--- src/sv/lplm_pkg.sv ---
// Package for the line packet link monitor.
// Holds reset values of the configuration registers, character codes, result codes
// and register indexes. No dependencies.
package lplm_pkg;

    // Default width of the line length counter
    localparam int LINE_LEN_BITS_DEF = 10;

    // Configuration register widths and reset values
    localparam int MAX_LEN_W  = 10;
    localparam int TICK_W     = 16;
    localparam int CFG_DATA_W = 16;

    localparam logic [MAX_LEN_W-1:0] MAX_LEN_RESET = 10'd640;
    localparam logic [TICK_W-1:0]    TIMEOUT_RESET = 16'd3500;
    localparam logic [TICK_W-1:0]    POLL_RESET    = 16'd1200;

    // Configuration register indexes
    typedef enum logic [1:0] {
        CFG_MAX_LINE_LENGTH = 2'd0,
        CFG_TIMEOUT_TICKS   = 2'd1,
        CFG_POLL_PERIOD     = 2'd2
    } cfg_index_t;

    // Request types
    typedef enum logic {
        REQ_BYTE = 1'b0,
        REQ_TICK = 1'b1
    } req_type_t;

    // Line event codes
    typedef enum logic [1:0] {
        EV_NONE = 2'd0,
        EV_GOOD = 2'd1,
        EV_BAD  = 2'd2
    } line_event_t;

    // Packet kinds
    typedef enum logic [1:0] {
        KIND_STS = 2'd0,
        KIND_ACK = 2'd1,
        KIND_ERR = 2'd2,
        KIND_ALM = 2'd3
    } packet_kind_t;

    // Character codes
    localparam logic [7:0] CH_LF        = 8'd10;
    localparam logic [7:0] CH_CR        = 8'd13;
    localparam logic [7:0] CH_SPACE     = 8'd32;
    localparam logic [7:0] CH_COLON     = 8'h3A;
    localparam logic [7:0] CH_PRINT_MAX = 8'd126;

    // Packet type words, first character in the top byte
    localparam logic [23:0] WORD_STS = {8'h53, 8'h54, 8'h53};
    localparam logic [23:0] WORD_ACK = {8'h41, 8'h43, 8'h4B};
    localparam logic [23:0] WORD_ERR = {8'h45, 8'h52, 8'h52};
    localparam logic [23:0] WORD_ALM = {8'h41, 8'h4C, 8'h4D};

endpackage

--- src/sv/line_packet_link_monitor.sv ---
// Line packet link monitor: line assembly, packet check, counters and link timers.
// Single module; depends on lplm_pkg.
//
// Usage: the s_ channel carries one item per handshake, either a received byte
// (s_req_type = 0) or a one millisecond tick (s_req_type = 1). Every item gives
// exactly one result item on the m_ channel with the line event, tick events,
// link flags and the packet counters after that item.
// The cfg_ channel writes max_line_length (index 0), timeout_ticks (index 1) and
// poll_period (index 2) from cfg_data; other indexes are ignored. cfg_ready is
// always high; write only while no item is in flight.
// Each item is held in the input register, then its result in the result register on m_.
// Throughput: one item per cycle while the receiver does not stall; the single pass
// of next state logic between the two registers sets that rate.
// When the receiver stalls, the result register holds and the input register
// still takes one more item; s_ready then drops until m_ready returns.
// Reset (aresetn low, synchronous) empties both registers, loads the default
// configuration and clears the line, timers, link flags and counters.
module line_packet_link_monitor
    import lplm_pkg::*;
#(
    parameter int LINE_LEN_BITS = LINE_LEN_BITS_DEF
) (
    input  logic                  aclk,
    input  logic                  aresetn,
    // input items
    input  logic                  s_valid,
    output logic                  s_ready,
    input  logic                  s_req_type,
    input  logic [7:0]            s_rx_byte,
    // result items
    output logic                  m_valid,
    input  logic                  m_ready,
    output logic [1:0]            m_line_event,
    output logic [1:0]            m_packet_kind,
    output logic                  m_poll_request,
    output logic                  m_swap_request,
    output logic                  m_link_lost,
    output logic                  m_connected,
    output logic                  m_status_live,
    output logic [31:0]           m_good_count,
    output logic [31:0]           m_bad_count,
    output logic [31:0]           m_bad_since_good,
    // configuration writes
    input  logic                  cfg_valid,
    output logic                  cfg_ready,
    input  logic [1:0]            cfg_index,
    input  logic [CFG_DATA_W-1:0] cfg_data
);

    localparam int CMP_W = (LINE_LEN_BITS > MAX_LEN_W) ? LINE_LEN_BITS : MAX_LEN_W;

    // Configuration registers
    logic [MAX_LEN_W-1:0] max_line_length_reg;
    logic [TICK_W-1:0]    timeout_ticks_reg;
    logic [TICK_W-1:0]    poll_period_reg;

    // Input register
    logic       in_valid_reg;
    logic       in_type_reg;
    logic [7:0] in_byte_reg;

    // Line state
    logic [LINE_LEN_BITS-1:0] line_length_reg, line_length_next;
    logic                     noise_flag_reg, noise_flag_next;
    logic                     content_seen_reg, content_seen_next;
    logic                     colon_found_reg, colon_found_next;
    logic [23:0]              type_chars_reg, type_chars_next;
    logic [2:0]               type_count_reg, type_count_next;

    // Link state
    logic [31:0] ticks_since_start_reg, ticks_since_start_next;
    logic [31:0] ticks_since_good_reg, ticks_since_good_next;
    logic [15:0] ticks_since_poll_reg, ticks_since_poll_next;
    logic        ever_good_reg, ever_good_next;
    logic        no_link_reported_reg, no_link_reported_next;
    logic        probe_done_reg, probe_done_next;
    logic        link_up_reg, link_up_next;
    logic        live_flag_reg, live_flag_next;
    logic [31:0] good_total_reg, good_total_next;
    logic [31:0] bad_total_reg, bad_total_next;
    logic [31:0] bad_run_reg, bad_run_next;

    // Result register
    logic        m_valid_reg;
    line_event_t event_reg, event_next;
    logic [1:0]  kind_reg, kind_next;
    logic        poll_reg, poll_next;
    logic        swap_reg, swap_next;
    logic        lost_reg, lost_next;
    logic        conn_reg;
    logic        live_reg;
    logic [31:0] good_out_reg;
    logic [31:0] bad_out_reg;
    logic [31:0] run_out_reg;

    // Pipeline control
    logic advance;
    logic step;
    logic s_accept;

    // Helpers for the step logic
    logic        type_ok;
    logic [1:0]  type_kind;
    logic        overflow;
    logic [31:0] tss_inc;
    logic [31:0] tsg_inc;
    logic [15:0] tsp_inc;
    logic [16:0] probe_limit;

    assign advance   = !m_valid_reg || m_ready;
    assign step      = in_valid_reg && advance;
    assign s_ready   = !in_valid_reg || advance;
    assign s_accept  = s_valid && s_ready;
    assign cfg_ready = 1'b1;

    // Decode the packet type word
    always_comb begin
        type_ok   = 1'b0;
        type_kind = KIND_STS;
        if (colon_found_reg && type_count_reg == 3'd3) begin
            if (type_chars_reg == WORD_STS) begin
                type_ok   = 1'b1;
                type_kind = KIND_STS;
            end else if (type_chars_reg == WORD_ACK) begin
                type_ok   = 1'b1;
                type_kind = KIND_ACK;
            end else if (type_chars_reg == WORD_ERR) begin
                type_ok   = 1'b1;
                type_kind = KIND_ERR;
            end else if (type_chars_reg == WORD_ALM) begin
                type_ok   = 1'b1;
                type_kind = KIND_ALM;
            end
        end
    end

    // Line full check and saturating tick counters
    assign overflow = (CMP_W'(line_length_reg) >= CMP_W'(max_line_length_reg))
                      || (line_length_reg == {LINE_LEN_BITS{1'b1}});
    assign tss_inc  = (ticks_since_start_reg == 32'hFFFF_FFFF) ? ticks_since_start_reg
                      : ticks_since_start_reg + 32'd1;
    assign tsg_inc  = (ticks_since_good_reg == 32'hFFFF_FFFF) ? ticks_since_good_reg
                      : ticks_since_good_reg + 32'd1;
    assign tsp_inc  = (ticks_since_poll_reg == 16'hFFFF) ? ticks_since_poll_reg
                      : ticks_since_poll_reg + 16'd1;
    assign probe_limit = {timeout_ticks_reg, 1'b0};

    // Next state and result for the item in the input register
    always_comb begin
        line_length_next       = line_length_reg;
        noise_flag_next        = noise_flag_reg;
        content_seen_next      = content_seen_reg;
        colon_found_next       = colon_found_reg;
        type_chars_next        = type_chars_reg;
        type_count_next        = type_count_reg;
        ticks_since_start_next = ticks_since_start_reg;
        ticks_since_good_next  = ticks_since_good_reg;
        ticks_since_poll_next  = ticks_since_poll_reg;
        ever_good_next         = ever_good_reg;
        no_link_reported_next  = no_link_reported_reg;
        probe_done_next        = probe_done_reg;
        link_up_next           = link_up_reg;
        live_flag_next         = live_flag_reg;
        good_total_next        = good_total_reg;
        bad_total_next         = bad_total_reg;
        bad_run_next           = bad_run_reg;
        event_next             = EV_NONE;
        kind_next              = KIND_STS;
        poll_next              = 1'b0;
        swap_next              = 1'b0;
        lost_next              = 1'b0;

        if (in_type_reg == REQ_BYTE) begin
            if (in_byte_reg == CH_LF) begin
                // End of line: clear the line, then classify it
                line_length_next  = '0;
                content_seen_next = 1'b0;
                colon_found_next  = 1'b0;
                type_chars_next   = '0;
                type_count_next   = '0;
                noise_flag_next   = 1'b0;
                if (content_seen_reg && !noise_flag_reg && type_ok) begin
                    event_next            = EV_GOOD;
                    kind_next             = type_kind;
                    ticks_since_good_next = '0;
                    ever_good_next        = 1'b1;
                    bad_run_next          = '0;
                    no_link_reported_next = 1'b0;
                    link_up_next          = 1'b1;
                    if (type_kind == KIND_STS) begin
                        live_flag_next = 1'b1;
                    end
                    good_total_next = good_total_reg + 32'd1;
                end else if (content_seen_reg || noise_flag_reg) begin
                    event_next     = EV_BAD;
                    bad_run_next   = bad_run_reg + 32'd1;
                    bad_total_next = bad_total_reg + 32'd1;
                end
            end else if (in_byte_reg == CH_CR) begin
                // Drop carriage returns
            end else if (in_byte_reg < CH_SPACE || in_byte_reg > CH_PRINT_MAX) begin
                noise_flag_next = 1'b1;
            end else if (overflow) begin
                // Line too long: drop it and mark noise
                line_length_next  = '0;
                content_seen_next = 1'b0;
                colon_found_next  = 1'b0;
                type_chars_next   = '0;
                type_count_next   = '0;
                noise_flag_next   = 1'b1;
            end else begin
                line_length_next = line_length_reg + 1'b1;
                if (content_seen_reg || in_byte_reg != CH_SPACE) begin
                    content_seen_next = 1'b1;
                    if (!colon_found_reg) begin
                        if (in_byte_reg == CH_COLON) begin
                            colon_found_next = 1'b1;
                        end else begin
                            if (type_count_reg < 3'd3) begin
                                type_chars_next = {type_chars_reg[15:0], in_byte_reg};
                            end
                            if (type_count_reg < 3'd4) begin
                                type_count_next = type_count_reg + 3'd1;
                            end
                        end
                    end
                end
            end
        end else begin
            // Tick: advance timers, then poll, probe and link checks
            ticks_since_start_next = tss_inc;
            ticks_since_good_next  = tsg_inc;
            ticks_since_poll_next  = tsp_inc;

            if (tsp_inc >= poll_period_reg) begin
                ticks_since_poll_next = '0;
                poll_next             = 1'b1;
            end

            if (!probe_done_reg && !ever_good_reg && tss_inc >= 32'(probe_limit)) begin
                probe_done_next        = 1'b1;
                swap_next              = 1'b1;
                line_length_next       = '0;
                content_seen_next      = 1'b0;
                colon_found_next       = 1'b0;
                type_chars_next        = '0;
                type_count_next        = '0;
                noise_flag_next        = 1'b0;
                bad_run_next           = '0;
                ticks_since_start_next = '0;
                no_link_reported_next  = 1'b0;
                link_up_next           = 1'b0;
                live_flag_next         = 1'b0;
            end

            if (!ever_good_reg) begin
                if (!no_link_reported_next
                    && ticks_since_start_next > 32'(timeout_ticks_reg)) begin
                    no_link_reported_next = 1'b1;
                    link_up_next          = 1'b0;
                    live_flag_next        = 1'b0;
                    lost_next             = 1'b1;
                end
            end else if (tsg_inc > 32'(timeout_ticks_reg) && link_up_reg) begin
                link_up_next   = 1'b0;
                live_flag_next = 1'b0;
                lost_next      = 1'b1;
            end
        end
    end

    // Control state, configuration and link state
    always_ff @(posedge aclk) begin
        if (!aresetn) begin
            max_line_length_reg   <= MAX_LEN_RESET;
            timeout_ticks_reg     <= TIMEOUT_RESET;
            poll_period_reg       <= POLL_RESET;
            in_valid_reg          <= 1'b0;
            m_valid_reg           <= 1'b0;
            line_length_reg       <= '0;
            noise_flag_reg        <= 1'b0;
            content_seen_reg      <= 1'b0;
            colon_found_reg       <= 1'b0;
            type_chars_reg        <= '0;
            type_count_reg        <= '0;
            ticks_since_start_reg <= '0;
            ticks_since_good_reg  <= '0;
            ticks_since_poll_reg  <= '0;
            ever_good_reg         <= 1'b0;
            no_link_reported_reg  <= 1'b0;
            probe_done_reg        <= 1'b0;
            link_up_reg           <= 1'b0;
            live_flag_reg         <= 1'b0;
            good_total_reg        <= '0;
            bad_total_reg         <= '0;
            bad_run_reg           <= '0;
        end else begin
            // Configuration writes
            if (cfg_valid) begin
                case (cfg_index)
                    CFG_MAX_LINE_LENGTH: max_line_length_reg <= cfg_data[MAX_LEN_W-1:0];
                    CFG_TIMEOUT_TICKS:   timeout_ticks_reg   <= cfg_data[TICK_W-1:0];
                    CFG_POLL_PERIOD:     poll_period_reg     <= cfg_data[TICK_W-1:0];
                    default: ;
                endcase
            end

            // Input register occupancy
            if (s_accept) begin
                in_valid_reg <= 1'b1;
            end else if (advance) begin
                in_valid_reg <= 1'b0;
            end

            // Result register occupancy
            if (advance) begin
                m_valid_reg <= in_valid_reg;
            end

            // Commit the item's state change
            if (step) begin
                line_length_reg       <= line_length_next;
                noise_flag_reg        <= noise_flag_next;
                content_seen_reg      <= content_seen_next;
                colon_found_reg       <= colon_found_next;
                type_chars_reg        <= type_chars_next;
                type_count_reg        <= type_count_next;
                ticks_since_start_reg <= ticks_since_start_next;
                ticks_since_good_reg  <= ticks_since_good_next;
                ticks_since_poll_reg  <= ticks_since_poll_next;
                ever_good_reg         <= ever_good_next;
                no_link_reported_reg  <= no_link_reported_next;
                probe_done_reg        <= probe_done_next;
                link_up_reg           <= link_up_next;
                live_flag_reg         <= live_flag_next;
                good_total_reg        <= good_total_next;
                bad_total_reg         <= bad_total_next;
                bad_run_reg           <= bad_run_next;
            end
        end
    end

    // Payload of the input and result registers
    always_ff @(posedge aclk) begin
        if (s_accept) begin
            in_type_reg <= s_req_type;
            in_byte_reg <= s_rx_byte;
        end
        if (step) begin
            event_reg    <= event_next;
            kind_reg     <= kind_next;
            poll_reg     <= poll_next;
            swap_reg     <= swap_next;
            lost_reg     <= lost_next;
            conn_reg     <= link_up_next;
            live_reg     <= live_flag_next;
            good_out_reg <= good_total_next;
            bad_out_reg  <= bad_total_next;
            run_out_reg  <= bad_run_next;
        end
    end

    assign m_valid          = m_valid_reg;
    assign m_line_event     = event_reg;
    assign m_packet_kind    = kind_reg;
    assign m_poll_request   = poll_reg;
    assign m_swap_request   = swap_reg;
    assign m_link_lost      = lost_reg;
    assign m_connected      = conn_reg;
    assign m_status_live    = live_reg;
    assign m_good_count     = good_out_reg;
    assign m_bad_count      = bad_out_reg;
    assign m_bad_since_good = run_out_reg;

    // A valid packet always leaves the link connected with no bad run
    assert property (@(posedge aclk) disable iff (!aresetn)
        (m_valid && m_line_event == EV_GOOD) |-> (m_connected && m_bad_since_good == 32'd0))
        else $error("valid packet result without connected link");

    // Live status implies a connected link
    assert property (@(posedge aclk) disable iff (!aresetn)
        (m_valid && m_status_live) |-> m_connected)
        else $error("status live while disconnected");

    // The pin swap probe fires once and leaves the link down
    assert property (@(posedge aclk) disable iff (!aresetn)
        (m_valid && m_swap_request) |-> (!m_connected && !m_link_lost && probe_done_reg))
        else $error("swap probe result inconsistent");

    // Once done, the probe never rearms
    assert property (@(posedge aclk) disable iff (!aresetn)
        probe_done_reg |=> probe_done_reg)
        else $error("probe done flag cleared");

endmodule

--- config.mk ---
export PLATFORM = sky130hd
export DESIGN_NAME = line_packet_link_monitor
export DESIGN_NICKNAME = d
export VERILOG_FILES = /design/src/sv/lplm_pkg.sv /design/src/sv/line_packet_link_monitor.sv
export SDC_FILE = /design/constraint.sdc
export NUM_CORES = 1
export LEC_CHECK = 0
export ABC_AREA = 1
export BUFFER_PORTS_ARGS = -buffer_cell sky130_fd_sc_hd__buf_2
export CAP_MARGIN = 25
export CORE_ASPECT_RATIO = 1.5
export CORE_MARGIN = 2
export CORE_UTILIZATION = 40
export CTS_BUF_LIST = sky130_fd_sc_hd__clkbuf_4 sky130_fd_sc_hd__clkbuf_8
export CTS_CLUSTER_DIAMETER = 30
export CTS_CLUSTER_SIZE = 28
export DETAILED_ROUTE_END_ITERATION = 8
export HOLD_SLACK_MARGIN = 0.12
export PLACE_DENSITY = 0.66
export SYNTH_ARGS = -nofsm -noshare
export SYNTH_HDL_FRONTEND = slang
export SYNTH_SLANG_ARGS = --single-unit
--- constraint.sdc ---
create_clock -name aclk -period 8.5 [get_ports aclk]
set_clock_uncertainty 0.05 [all_clocks]
set_input_delay 0.425 -clock aclk [delete_from_list [all_inputs] [get_ports aclk]]
set_output_delay 0.425 -clock aclk [all_outputs]
set_load 0.03 [all_outputs]
==> results.txt <==
status - completed
All-Layer GR Usage - 0.2081
Pre-antenna DRT Iters - 5
Max-Cap Viols - 0
static leakage - 10.08 nW
Layout Area Growth over Synthesis - 15.90%
port bufs - 138
Synth area leader - dfxtp_1
Core ar. - 51560 µm²
Final ANT Viol Nets - 0
GRT Residual Overflow - 0
Fillers - 5260
final wirelength - 55920 µm
DP HPWL - 40280 µm
# Post-CTS Setup Buffers - 0
Via Count - 18750
post-route clock period utilization - 0.6704
Setup Crit Path Kind - reg2reg
RSZ-0062 raised after global routing - no
power per cell area - 191.3 nW/µm²
nets@finish - 3047
yosys warns - 0
first-pass GRT wire length - 90800 µm
worst-path fanout max - 39
worst hold path class - in2reg
residual DRC count - 0
Die X - 190.2 µm
EDFF count, synth - 114
fraction of layout cells with a size suffix above 1 - 0.1169
CP max stage cell - dfxtp_1
setup tns final - 0 ns
final-report setup violation count - 0
via/cell ratio - 5.109
post_cts resized - 0
largest net degree at the start of global routing - 107
Cells after Synth - 2772
initial antenna violation count - 1
Synth Area in Simple Gates - 0.2377
arrival time at the worst endpoint - 6.27 ns
Initial Utilization - 0.4034
Post-Synth XOR/XNOR Area - 0.04927
Die Area - 53870 µm²
I/O Pins - 140
Mapped Area - 20800 µm²
worst-case clock buffer depth - 3
VDD IR-drop max - 0.1166 mV
slowest stage delay, CP - 0.43 ns
GPL Wtd Cong - 0.9339
Avg Cell Area, Syn - 7.503 µm²
most area-consuming cells after synthesis - dfxtp_1 26%, edfxtp_1 16%, nand2_1 8.8%
post-synthesis compound-gate area fraction - 0.1471
Slew Viols, Final - 0
register area - 8728 µm²
Reg clk slew, reported paths - 0.07 ns
Distinct cells, synth - 61
Tot Pwr - 4.612 mW
mux contribution to synthesized area - 0.001564
Worst Setup Start Kind - register
register area share after synthesis - 0.4197
clock root buffer master - clkbuf_8
FFs w/ async S/R, synth - 0
post-layout min period - 5.699 ns
vias in the first global route - 18120
max_slew headroom - 0.3377
Clk Latency, worst-skew pair - 0.67 ns
Req. time, crit path - 9.07 ns
Num CTS Buffers - 74
top cell type's share of synthesized area - 0.2551
CTS tree - done
crit path capture type - register
Main synth FF type - dfxtp_1
# clock sinks - 379
Worst path most repeated cell - nand2_1
post-synthesis adder-cell area fraction - 0.04993
#FFs+latches synth - 379
largest family of logic cells by synthesized area - simple AND/OR/NAND/NOR gates
Worst-Margin Slew - 0.9934 ns
syn_nets - 2887
Hold Buf Count CTS - 32
DRT iter0 DRCs - 1131
Final Hold Viols - 0
die height - 283.3 µm
row cnt - 102
wire length per cell - 15.24 µm
Hold Worst Slack - 0.1752 ns
final core occ - 0.4675
H-tree depth - 3
Max Clk Rate - 0.1755 GHz
footprint of the multi-input gates - 10120 µm²
-- area by class of cell --
class | count | area share
multi-input combinational | 1882 | 0.4200
sequential | 379 | 0.3621
tap | 676 | 0.03509
antenna | 1 | 0.0001038
clock buffer | 88 | 0.04791
timing repair buffer | 181 | 0.04645
inverter | 414 | 0.06478
clock inverter | 49 | 0.02362
-- logic make-up after synthesis --
family / Yosys count
DFF: 379
other: 1
AOI/OAI and AO/OA: 574
buffers and inverters: 511
adders and majority gates: 83
and+or+nand+nor: 1104
xor gates and xnor gates: 117
muxes: 3
-- through the flow --
stage	setup slack, ns	cells	area [µm²]
finish	2.801	3670	24110
global route	2.000	3670	24110
global placement	2.877	3498	22020
detailed placement	2.804	3499	22030
floorplan	3.663	2772	20800
CTS	2.783	3668	24080
-- cells in the final DEF (no fill, tap or decap), types with 10 or more instances in the layout --
cell type	netlist	routed
nand3_1	114	114
nor3_1	83	82
o21ai_0	219	219
buf_4	3	10
inv_1	403	403
clkbuf_8	0	79
or2_2	11	11
nor2_1	261	260
edfxtp_1	114	114
nor2_2	12	12
xor2_1	96	96
a211oi_1	12	12
dfxtp_1	265	265
nand2_1	489	488
buf_2	11	137
a21oi_1	269	269
dlygate4sd3_1	0	32
ha_1	83	83
nor4_1	38	38
o211ai_1	20	20
nand4_1	55	55
xnor2_1	21	21
o22ai_1	10	10
-- Yosys cell counts, types with 20 or more instances --
cell type  count
nand4_1       55
o211ai_1      20
edfxtp_1     114
inv_1        403
o21ai_0      219
xnor2_1       21
a21oi_1      269
nand3_1      114
nand2_1      489
nor2_1       261
xor2_1        96
dfxtp_1      265
clkbuf_1      78
nor3_1        83
ha_1          83
nor4_1        38
-- worst max-delay path: cells and delay by family, from the launching register on --
kind            cells  cell delay (ns)
flops               1             0.43
xor+xnor            1             0.17
compound gates      1             0.32
fa+ha+maj           3             0.88
buf+inv             6             0.42
simple gates       27             3.37
-- worst paths after layout --
path                                               start                      to  slack, ns  cells after the start
worst min-delay path                        cfg_index[0]  max_line_length_reg[0]       0.18                      4
worst max-delay path            ticks_since_start_reg[0]           live_flag_reg       2.80                     38
worst max register to register  ticks_since_start_reg[0]           live_flag_reg       2.80                     38
worst min register to register       poll_period_reg[15]     poll_period_reg[15]       0.41                      2
-- where the power goes --
part           internal [mW]  switching [mW]  total (mW)  leakage [nW]
Clock                   1.22           0.881        2.10         0.876
Combinational          0.142           0.343       0.485          5.94
Sequential              1.96          0.0655        2.03          3.26
-- metal layers --
layer | GRT usage | routed length [µm] | vias up
met5 | 0 | 0 | -
met4 | 0.08876 | 1925 | 0
met3 | 0.03431 | 2533 | 110
met2 | 0.3833 | 28850 | 432
met1 | 0.2335 | 22610 | 8652
li1 | - | - | 9555
Power figures use the tool's default switching activity.
